==> src/rtl/tcw_pkg.sv <==
// Shared types and constants for the text console writer.
`timescale 1ns / 1ps
package tcw_pkg;
   localparam int COLUMNS = 80;
   localparam int ROWS = 25;
   localparam int CELLS = COLUMNS * ROWS;
   localparam int COL_W = 7;
   localparam int ROW_W = 5;
   localparam int ADDR_W = 11;
   localparam int OFS_W = 11;
   localparam int QDEPTH = 2;

   localparam logic [1:0] KIND_PUT = 2'd0;
   localparam logic [1:0] KIND_CLEAR = 2'd1;
   localparam logic [1:0] KIND_SETCUR = 2'd2;
   localparam logic [1:0] KIND_READ = 2'd3;

   localparam logic [7:0] CH_NEWLINE = 8'd10;
   localparam logic [7:0] CH_RETURN = 8'd13;
   localparam logic [7:0] CH_BACKSPACE = 8'd8;
   localparam logic [7:0] CH_TAB = 8'd9;
   localparam logic [7:0] CH_SPACE = 8'd32;
   localparam logic [2:0] TAB_SPACES = 3'd4;

   typedef enum logic [2:0] {
      OP_PRINT = 3'd0, OP_NEWLINE = 3'd1, OP_RETURN = 3'd2, OP_BACK = 3'd3,
      OP_CLEAR = 3'd4, OP_SETCUR = 3'd5, OP_READ = 3'd6
   } op_type;

   typedef struct packed {
      op_type            op;
      logic [2:0]        reps;
      logic [7:0]        ch;
      logic [7:0]        attr;
      logic [COL_W-1:0]  col;
      logic [ROW_W-1:0]  row;
   } cmd_type;
endpackage

==> src/rtl/tcw_front.sv <==
// Front end: accepts requests, classifies them and saturates coordinates.
`timescale 1ns / 1ps
module tcw_front (
   input  logic              clock,
   input  logic              reset,
   input  logic              req_tvalid,
   output logic              req_tready,
   input  logic [29:0]       req_tdata,
   output logic              q_valid,
   input  logic              q_ready,
   output tcw_pkg::cmd_type  q_cmd
);
   tcw_pkg::cmd_type q_ff [tcw_pkg::QDEPTH];
   logic [1:0] cnt_ff, cnt_in;
   logic       rd_ff, wr_ff;
   tcw_pkg::cmd_type c;
   logic [1:0] kind;
   logic [7:0] ch;
   logic [6:0] icol;
   logic [4:0] irow;

   assign kind = req_tdata[1:0];
   assign ch = req_tdata[9:2];
   assign icol = req_tdata[24:18];
   assign irow = req_tdata[29:25];

   always_comb begin
      c.ch = ch;
      c.attr = {req_tdata[17:14], req_tdata[13:10]};
      c.col = (icol > 7'(tcw_pkg::COLUMNS - 1)) ? 7'(tcw_pkg::COLUMNS - 1) : icol;
      c.row = (irow > 5'(tcw_pkg::ROWS - 1)) ? 5'(tcw_pkg::ROWS - 1) : irow;
      c.reps = 3'd1;
      case (kind)
         tcw_pkg::KIND_PUT: begin
            if (ch == tcw_pkg::CH_NEWLINE) c.op = tcw_pkg::OP_NEWLINE;
            else if (ch == tcw_pkg::CH_RETURN) c.op = tcw_pkg::OP_RETURN;
            else if (ch == tcw_pkg::CH_BACKSPACE) c.op = tcw_pkg::OP_BACK;
            else if (ch == tcw_pkg::CH_TAB) begin
               c.op = tcw_pkg::OP_PRINT;
               c.ch = tcw_pkg::CH_SPACE;
               c.reps = tcw_pkg::TAB_SPACES;
            end else c.op = tcw_pkg::OP_PRINT;
         end
         tcw_pkg::KIND_CLEAR:  c.op = tcw_pkg::OP_CLEAR;
         tcw_pkg::KIND_SETCUR: c.op = tcw_pkg::OP_SETCUR;
         default:              c.op = tcw_pkg::OP_READ;
      endcase
   end

   logic push, pop;
   assign req_tready = cnt_ff != 2'(tcw_pkg::QDEPTH);
   assign push = req_tvalid && req_tready;
   assign q_valid = cnt_ff != 2'd0;
   assign pop = q_valid && q_ready;
   assign q_cmd = q_ff[rd_ff];
   assign cnt_in = cnt_ff + 2'(push) - 2'(pop);

   always_ff @(posedge clock) begin
      if (reset) begin
         cnt_ff <= 2'd0;
         rd_ff <= 1'b0;
         wr_ff <= 1'b0;
      end else begin
         cnt_ff <= cnt_in;
         if (push) wr_ff <= ~wr_ff;
         if (pop) rd_ff <= ~rd_ff;
      end
      if (push) q_ff[wr_ff] <= c;
   end
endmodule

==> config.mk <==
export PLATFORM = sky130hd
export DESIGN_NAME = tcw_front
export DESIGN_NICKNAME = d
export VERILOG_FILES = /design/src/rtl/tcw_pkg.sv /design/src/rtl/tcw_front.sv
export SDC_FILE = /design/constraint.sdc
export NUM_CORES = 1
export LEC_CHECK = 0
export CAP_MARGIN = 20
export CORE_UTILIZATION = 45
export DETAILED_ROUTE_END_ITERATION = 6
export DONT_BUFFER_PORTS = 1
export HOLD_SLACK_MARGIN = 0.06
export SLEW_MARGIN = 40
export SYNTH_ARGS = -nofsm -noshare
export SYNTH_HDL_FRONTEND = slang
export SYNTH_SLANG_ARGS = --single-unit
==> constraint.sdc <==
create_clock -name clock -period 1.8 [get_ports clock]
set_input_delay 0.18 -clock clock [delete_from_list [all_inputs] [get_ports clock]]
set_output_delay 0.18 -clock clock [all_outputs]
set_load 0.01 [all_outputs]
Word-level counts from Yosys, hierarchy flattened
Memory sizes are Yosys's and may differ from the RTL's. A register that Yosys moved wholly into a read port is not among the register bits.
Index checks and enable logic that the tools add are counted.
- output and inout bits: 36
- bits in writable memories: 68
- logic and storage cells: 36
- bits in registers: 4
- memories: 1
- order comparisons: 2
- bitwise logic cells: 2
- reduce and logical (&&, ||, !) cells: 4
- equality and inequality tests: 7
- multiplexer cells: 15
- $add $sub $neg: 2
- memory list (memory ; words ; width ; read ports ; clocked after memory_dff ; wr ports ; line ; source):
    q_ff ; 2 ; 34 ; 1 ; 1 ; 1 ; tcw_front.sv:13 ; tcw_pkg::cmd_type q_ff [tcw_pkg::QDEPTH];
- operator list (kind ; number):
    11-bit two-way mux ; 5
    8-bit by 4-bit equality test with 1-bit output, second input constant ; 4
    3-bit one-hot mux with 3 select lines ; 1
    7-bit > comparator, second input constant ; 1
    7-bit two-way mux ; 1
    2-bit two-way mux ; 3
    5-bit > comparator, second input constant ; 1
    5-bit two-way mux ; 1
    1-bit two-way mux ; 4
    2-bit by 1-bit adder with 2-bit output ; 1
    2-bit by 1-bit equality test with 1-bit output, second input constant ; 1
    2-bit equality test, second input constant ; 1
    1-bit logical AND ; 2
    2-bit zero test ; 1
    2-bit inequality test, second input constant ; 1
    1-bit NOT ; 2
    2-bit nonzero test ; 1
    2-bit by 1-bit subtractor with 2-bit output ; 1

Longest topological paths before layout
Gate-level depths: netlist (run 1).
- word-level depth: 6
- mapped depth: 8

Worst setup path before layout (run 1)
OpenSTA, ideal clock, no wires.
- kind: register -> register
- from: register cnt_ff[0]
- to: memory q_ff[1][0] (netlist name), enable pin
- path slack: -0.049 ns
- stages on the path, launching flop included: 3
- data arrival time: 1.456 ns
- data required time: 1.407 ns
- path buffers: 0
- path through: dfxtp_1 nand2b_1 and3_1
- cells in the longest elaborated chain, start to end: 4
- RTL lines (element ; line ; source):
    start: declaration ; tcw_front.sv:14 ; logic [1:0] cnt_ff, cnt_in;
    start signal: assignment ; tcw_front.sv:64 ; cnt_ff <= cnt_in;
    2-bit inequality test ; tcw_front.sv:51 ; assign req_tready = cnt_ff != 2'(tcw_pkg::QDEPTH);
    named net req_tready ; tcw_front.sv:7 ; output logic req_tready,
    1-bit logical AND ; tcw_front.sv:52 ; assign push = req_tvalid && req_tready;
    1-bit two-way mux ; tcw_front.sv:68 ; if (push) q_ff[wr_ff] <= c;
    1-bit two-way mux (implied by the code) ; tcw_front.sv:68 ;
    end: declaration ; tcw_front.sv:13 ;
The timed path passes the listed nets, and every way through them passes these cells.

Worst setup path after layout (run 1)
- from: register cnt_ff[0]
- to: register wr_ff
- cells in the longest elaborated chain, start to end: 2
- RTL lines (element ; line ; source):
    2-bit inequality test ; tcw_front.sv:51 ;
    1-bit logical AND ; tcw_front.sv:52 ;
    end signal: assignment ; tcw_front.sv:65 ; if (push) wr_ff <= ~wr_ff;
    end: declaration ; tcw_front.sv:15 ; logic rd_ff, wr_ff;
Every way passes these cells.
A chain may end at the register's enable or synchronous reset.

==> qor.csv, run 1 <==
metric;value;unit
largest net degree at the start of global routing;22;
register area;2082;µm²
Final Cell Area;3420;µm²
Final Hold Violating Endpoints;0;
Placer Congestion;0.6566;
DR iter-0 viols;69;
Max Buffers Root-to-Sink;2;
Setup Buffers After CTS;0;
Syn-to-layout area delta;19.29;%
hold path depth;1;
final std cells w/o fill;276;
pre-CTS setup slack;0.2275;ns
antenna violations before repair;0;
die width;81.81;µm
syn nets;205;
number of global-route vias before repair;1574;
GR Overflow Total;0;
GRT Util Overall;0.1594;
# H-tree levels;3;
critical path capture point type;register;
met2 routed WL;2.512;mm
worst clock skew;0.005172;ns
DR WL met3;334;µm
fillcell total;499;
Startpoint Class;register;
antenna-violating nets left;0;
CP Class;reg2reg;
worst path cell trace;nand2b_1, buf_4, a21bo_2, a21oi_1, dlygate4sd3_1;
multi-input logic area;693.2;µm²
Syn. warnings;0;
I/O pins;70;
post-synthesis sequential area ratio;0.7263;
via count;1420;
syn_area_per_cell;17.16;µm²
placed inst area;2944;µm²
Synth Cell Area;2866;µm²
Worst Path Max Fanout;4;
Remaining DRCs;0;
nets;234;
clock root cell;clkbuf_8;
IO Port Bufs;0;
final critical-path required period;1.585;ns
Worst R2R Path Depth;5;
clock sinks;71;
commonest non-fill, non-tap cell in the layout;edfxtp_1;
Hold Slack;0.08490;ns
Worst-Skew Late Latency;0.32;ns
number of max-cap violations;0;
Starting Density;0.4757;
CP max-delay cell;dlygate4sd3_1;
Syn Inst Count;167;
Detailed Place HPWL;3.223;mm
cts bufs inserted;9;
first-pass GRT wire length;7.424;mm
post-synthesis cell type count;32;
Critical Path AT;1.86;ns
final setup fails;0;
CTS tree;built;
Final Worst Setup Slack;0.2151;ns
Pwr Density;1375;nW/µm²
WL met1;1.901;mm
Max Used Layer;met4;
Routed Wire Length;4.831;mm
crit-path max cell delay;0.55;ns
Inst Count DP;236;
VDD IR-drop max;0.7355;mV
Antenna Cells;0;
#FFs+latches synth;71;
proportion of layout cells with a drive suffix above 1;0.3085;
fmax;631.0;MHz
total core area;6026;µm²
DRT Pass-1 Iters;3;
RSZ-0062 raised after global routing;false;
most frequent cells in the layout;66 x edfxtp_1, 33 x mux2_2, 24 x dlygate4sd3_1;
Req. time, crit path;2.07;ns
clock slew at reported path FFs;0.07;ns
Final period util;0.8805;
# rows;28;
DIE HEIGHT;81.81;µm
WL/cell;17.50;µm
Vias/cell;5.145;
cell leakage power;0.001192;µW
Final TNS setup;0;ns
worst min path class;in2reg;
Max Slew Vio Count;0;
status;complete, no violations;
die area;6693;µm²
## metal layers
layer | vias to the layer above | global-route usage
li1 | 668 | -
met1 | 692 | 0.1701
met2 | 51 | 0.2736
met3 | 9 | 0.05222
met4 | 0 | 0.09474
met5 | - | 0
## sequential cells by signal, summed over array words and instances, names as in the netlist, named ones only
| name | count |
|---|---|
| q_ff | 66 |
| rd_ff | 1 |
| wr_ff | 1 |
| cnt_ff | 2 |
## cells by family after synthesis
kind of cell             Yosys count  synth area share
flip-flops                        71            0.7263
multiplexers                      33            0.1296
AND/OR/NAND/NOR                   29           0.06635
buffers and inverters             19           0.03230
AO/OA/AOI/OAI                      7           0.01746
adder cells (fa/ha/maj)            4           0.01746
XOR/XNOR                           3          0.009168
other                              1          0.001308
## path summary, 6_finish.rpt
path | startpoint | end | slack (ns)
hold reg to reg | rd_ff | rd_ff | 0.53
setup reg to reg | cnt_ff[0] | wr_ff | 0.22
hold / removal | req_tdata[27] | q_ff[0][2] | 0.08
setup / recovery | cnt_ff[0] | wr_ff | 0.22
## what timing repair did
action / CTS / global route
gates resized for setup: 0 / 0
hold endpoints to repair: 53 / 0
hold buffers: 24 / 0
## report_power, final
group	internal, µW	leakage (µW)	switching (µW)
Sequential	2100	0.000652	71.4
Clock	910	0.000117	541
Combinational	470	0.000424	607
Total	3480	0.00119	1220
## final cells by class
type	instances	area share
clock buffers	9	0.03622
clock inverters	7	0.03257
inverters	6	0.006586
multi-input cells	77	0.2027
flip-flops and latches	71	0.6089
well taps	75	0.02744
repair buffers	31	0.08562
## Yosys cell counts
| cell type | count | area, µm² |
|---|---|---|
| inv_1 | 6 | 22.52 |
| dlygate4sd1_1 | 1 | 8.760 |
| buf_4 | 4 | 30.03 |
| o22ai_1 | 1 | 6.260 |
| a21oi_1 | 1 | 5.000 |
| and4bb_2 | 1 | 12.51 |
| xnor2_1 | 1 | 8.760 |
| dfxtp_1 | 5 | 100.1 |
| nand3_2 | 1 | 10.01 |
| nand3b_1 | 1 | 7.510 |
| ha_1 | 4 | 50.05 |
| nand2_1 | 3 | 11.26 |
| nor4_4 | 1 | 21.27 |
| a21boi_0 | 1 | 7.510 |
| and2_1 | 5 | 31.28 |
| nand2b_1 | 6 | 37.54 |
| and3_1 | 1 | 6.260 |
| a21bo_2 | 1 | 10.01 |
| nor3_1 | 1 | 5.000 |
| or3_2 | 1 | 7.510 |
| nor2b_1 | 3 | 18.77 |
| xor2_1 | 2 | 17.52 |
| buf_2 | 1 | 5.000 |
| o32ai_1 | 1 | 8.760 |
| conb_1 | 1 | 3.750 |
| mux2_2 | 33 | 371.6 |
| o21ai_0 | 1 | 5.000 |
| clkbuf_1 | 7 | 26.28 |
| edfxtp_1 | 66 | 1982 |
| nor2_1 | 4 | 15.01 |
| o21a_1 | 1 | 7.510 |
| or2_2 | 1 | 6.260 |
## through the flow
step	power [µW]	utilization
after floorplan	3043	-
after global placement	3206	0.4886
after detailed placement	3259	0.4886
after CTS	4779	0.5675
after global routing	4933	0.5675
final	4702	0.5675
## critical path: cells and delay by family, from the launching register on
kind | cells | cell delay, ns
AO/OA/AOI/OAI | 2 | 0.33
buffers and inverters | 2 | 0.71
flip-flops | 1 | 0.33
AND/OR/NAND/NOR | 1 | 0.16
Note: power is estimated with default switching activity, not from simulation.
==> run 2: changes to the inputs <==
--- a/config.mk
+++ b/config.mk
@@ -5,11 +5,13 @@
 export SDC_FILE = /design/constraint.sdc
 export NUM_CORES = 1
 export LEC_CHECK = 0
+export BUFFER_PORTS_ARGS = -buffer_cell sky130_fd_sc_hd__buf_2
 export CAP_MARGIN = 20
 export CORE_UTILIZATION = 45
+export CTS_CLUSTER_SIZE = 40
 export DETAILED_ROUTE_END_ITERATION = 6
-export DONT_BUFFER_PORTS = 1
 export HOLD_SLACK_MARGIN = 0.06
+export PLACE_DENSITY = 0.72
 export SLEW_MARGIN = 40
 export SYNTH_ARGS = -nofsm -noshare
 export SYNTH_HDL_FRONTEND = slang
==> run 2 against run 1 <==
Net effect:
- fmax fell by 3.3%
- final cell count rose by 20%
- largest power group unchanged
- worst hold slack improved by 0.011 ns
- largest cell class unchanged
- sequential power barely moved
==> qor.csv, run 2 (synthesized netlist as in run 1, its figures left out) <==
metric;value;unit
status;complete, no violations;
Startpoint Class;register;
Inst Count DP;303;
critical path capture point type;register;
DR iter-0 viols;126;
most frequent cells in the layout;68 x buf_2, 66 x edfxtp_1, 33 x mux2_2;
FF-to-FF setup slack;0.16;ns
WL met1;2.141;mm
proportion of layout cells with a drive suffix above 1;0.5019;
GRT Util Overall;0.1583;
number of max-cap violations;0;
Worst slew margin;0.6638;
first-pass GRT wire length;7.638;mm
Final Hold Violating Endpoints;0;
final setup fails;0;
Worst-Skew Late Latency;0.33;ns
RSZ-0062 raised after global routing;false;
worst clock skew;0.009437;ns
top flop regs;q_ff x66, cnt_ff x2;
Final TNS setup;0;ns
Antenna Cells;0;
Slew @ Worst Pin;0.4990;ns
nets;290;
clock root cell;clkbuf_8;
clock slew at reported path FFs;0.08;ns
GR Overflow Total;0;
# rows;28;
Detailed Place HPWL;3.272;mm
Req. time, crit path;2.04;ns
# H-tree levels;3;
Largest Register;q_ff;
Hold Startpoint;req_tdata[8];
WL/cell;14.83;µm
Vias/cell;4.834;
DR WL met3;219;µm
# resized after CTS;0;
die width;81.81;µm
Syn-to-layout area delta;25.45;%
Max Used Layer;met4;
Worst R2R Path Depth;8;
R2R Path End;cnt_ff[1];
Min-Delay Endpoint;q_ff[0][26];
Max Buffers Root-to-Sink;2;
fin util;0.5968;
die area;6693;µm²
commonest non-fill, non-tap cell in the layout;buf_2;
DIE HEIGHT;81.81;µm
met2 routed WL;2.518;mm
antenna violations before repair;0;
Routed Wire Length;4.923;mm
via count;1605;
Final period util;0.9106;
Starting Density;0.4757;
Placer Congestion;0.7317;
total core area;6026;µm²
antenna-violating nets left;0;
CTS tree;built;
hold path depth;1;
reg2reg start;cnt_ff[0];
DRT Pass-1 Iters;4;
cell leakage power;0.001385;µW
final std cells w/o fill;332;
final critical-path required period;1.639;ns
max reg flops;66;
fmax;610.1;MHz
Remaining DRCs;0;
Pwr Density;1301;nW/µm²
number of global-route vias before repair;1634;
cts bufs inserted;9;
clock sinks;71;
CP Class;reg2reg;
Worst Path Max Fanout;5;
Critical Path AT;1.88;ns
VDD IR-drop max;0.7872;mV
worst min path class;in2reg;
I/O pins;70;
largest net degree at the start of global routing;21;
Max Slew Vio Count;0;
IO Port Bufs;68;
-- run 2: cell count changes in the layout (fill, tap and decap cells not counted), sizes merged --
cell,previous run,this run
buf,7,74
bufinv,3,1
clkbuf,9,10
clkinv,3,4
dlygate4sd3,24,13
-- run 2: report_power, final --
group	leakage [µW]	total, µW	internal, µW	switching (µW)
sequential	0.000652	2170	2100	69.3
clock	0.0000960	1210	636	570
combinational	0.000637	1300	631	670
total	0.00138	4680	3370	1310
-- run 2: per-layer routing --
metal | global-route usage | vias to the layer above
li1 | - | 776
met1 | 0.1940 | 777
met2 | 0.2603 | 47
met3 | 0.04222 | 5
met4 | 0.07368 | 0
met5 | 0 | -
-- run 2: area by class of cell --
type                    instances  area (µm²)
flip-flops and latches         71        2082
fillers                       485        2430
repair buffers                 87       515.5
well taps                      75       93.84
multi-input cells              77       693.2
clock inverters                 6       61.31
clock buffers                  10       127.6
inverters                       6       22.52
-- run 2: worst max-delay path: stages, from the launching register on --
cell and delay, ns:
dfxtp_1 0.36, nand2b_1 0.19, nand2_1 0.09, ha_1 0.28
inv_1 0.04, ha_1 0.17, xor2_1 0.15, and2_1 0.15
nor3_1 0.13
-- run 2: how the worst max path moves through the flow --
stage	startpoint	to	slack (ns)	cells past startpoint
floorplan	cnt_ff[0]	q_ff[0][0]	0.07	3
global placement	cnt_ff[0]	cnt_ff[1]	0.27	8
detailed placement	cnt_ff[0]	cnt_ff[1]	0.19	8
CTS	register	q_cmd[25]	0.14	3
global route	cnt_ff[0]	cnt_ff[1]	0.05	8
finish	cnt_ff[0]	cnt_ff[1]	0.16	8
-- run 2: timing repair --
| item | 4_1_cts | 5_1_grt |
|---|---|---|
| hold buffers | 13 | 0 |
| buffers inserted | 0 | 0 |
| endpoints found under the hold margin | 25 | 0 |
-- run 2: stage by stage --
stage / hold WS (ns) / worst slack, ns / power, µW / area (µm²)
floorplan: 0.2491 / 0.07131 / 3043 / 2868
global placement: 0.3693 / 0.2726 / 3476 / 3277
detailed placement: 0.3764 / 0.1866 / 3509 / 3277
CTS: 0.07996 / 0.1383 / 4749 / 3596
global route: 0.07537 / 0.04901 / 4946 / 3596
finish: 0.09617 / 0.1610 / 4678 / 3596
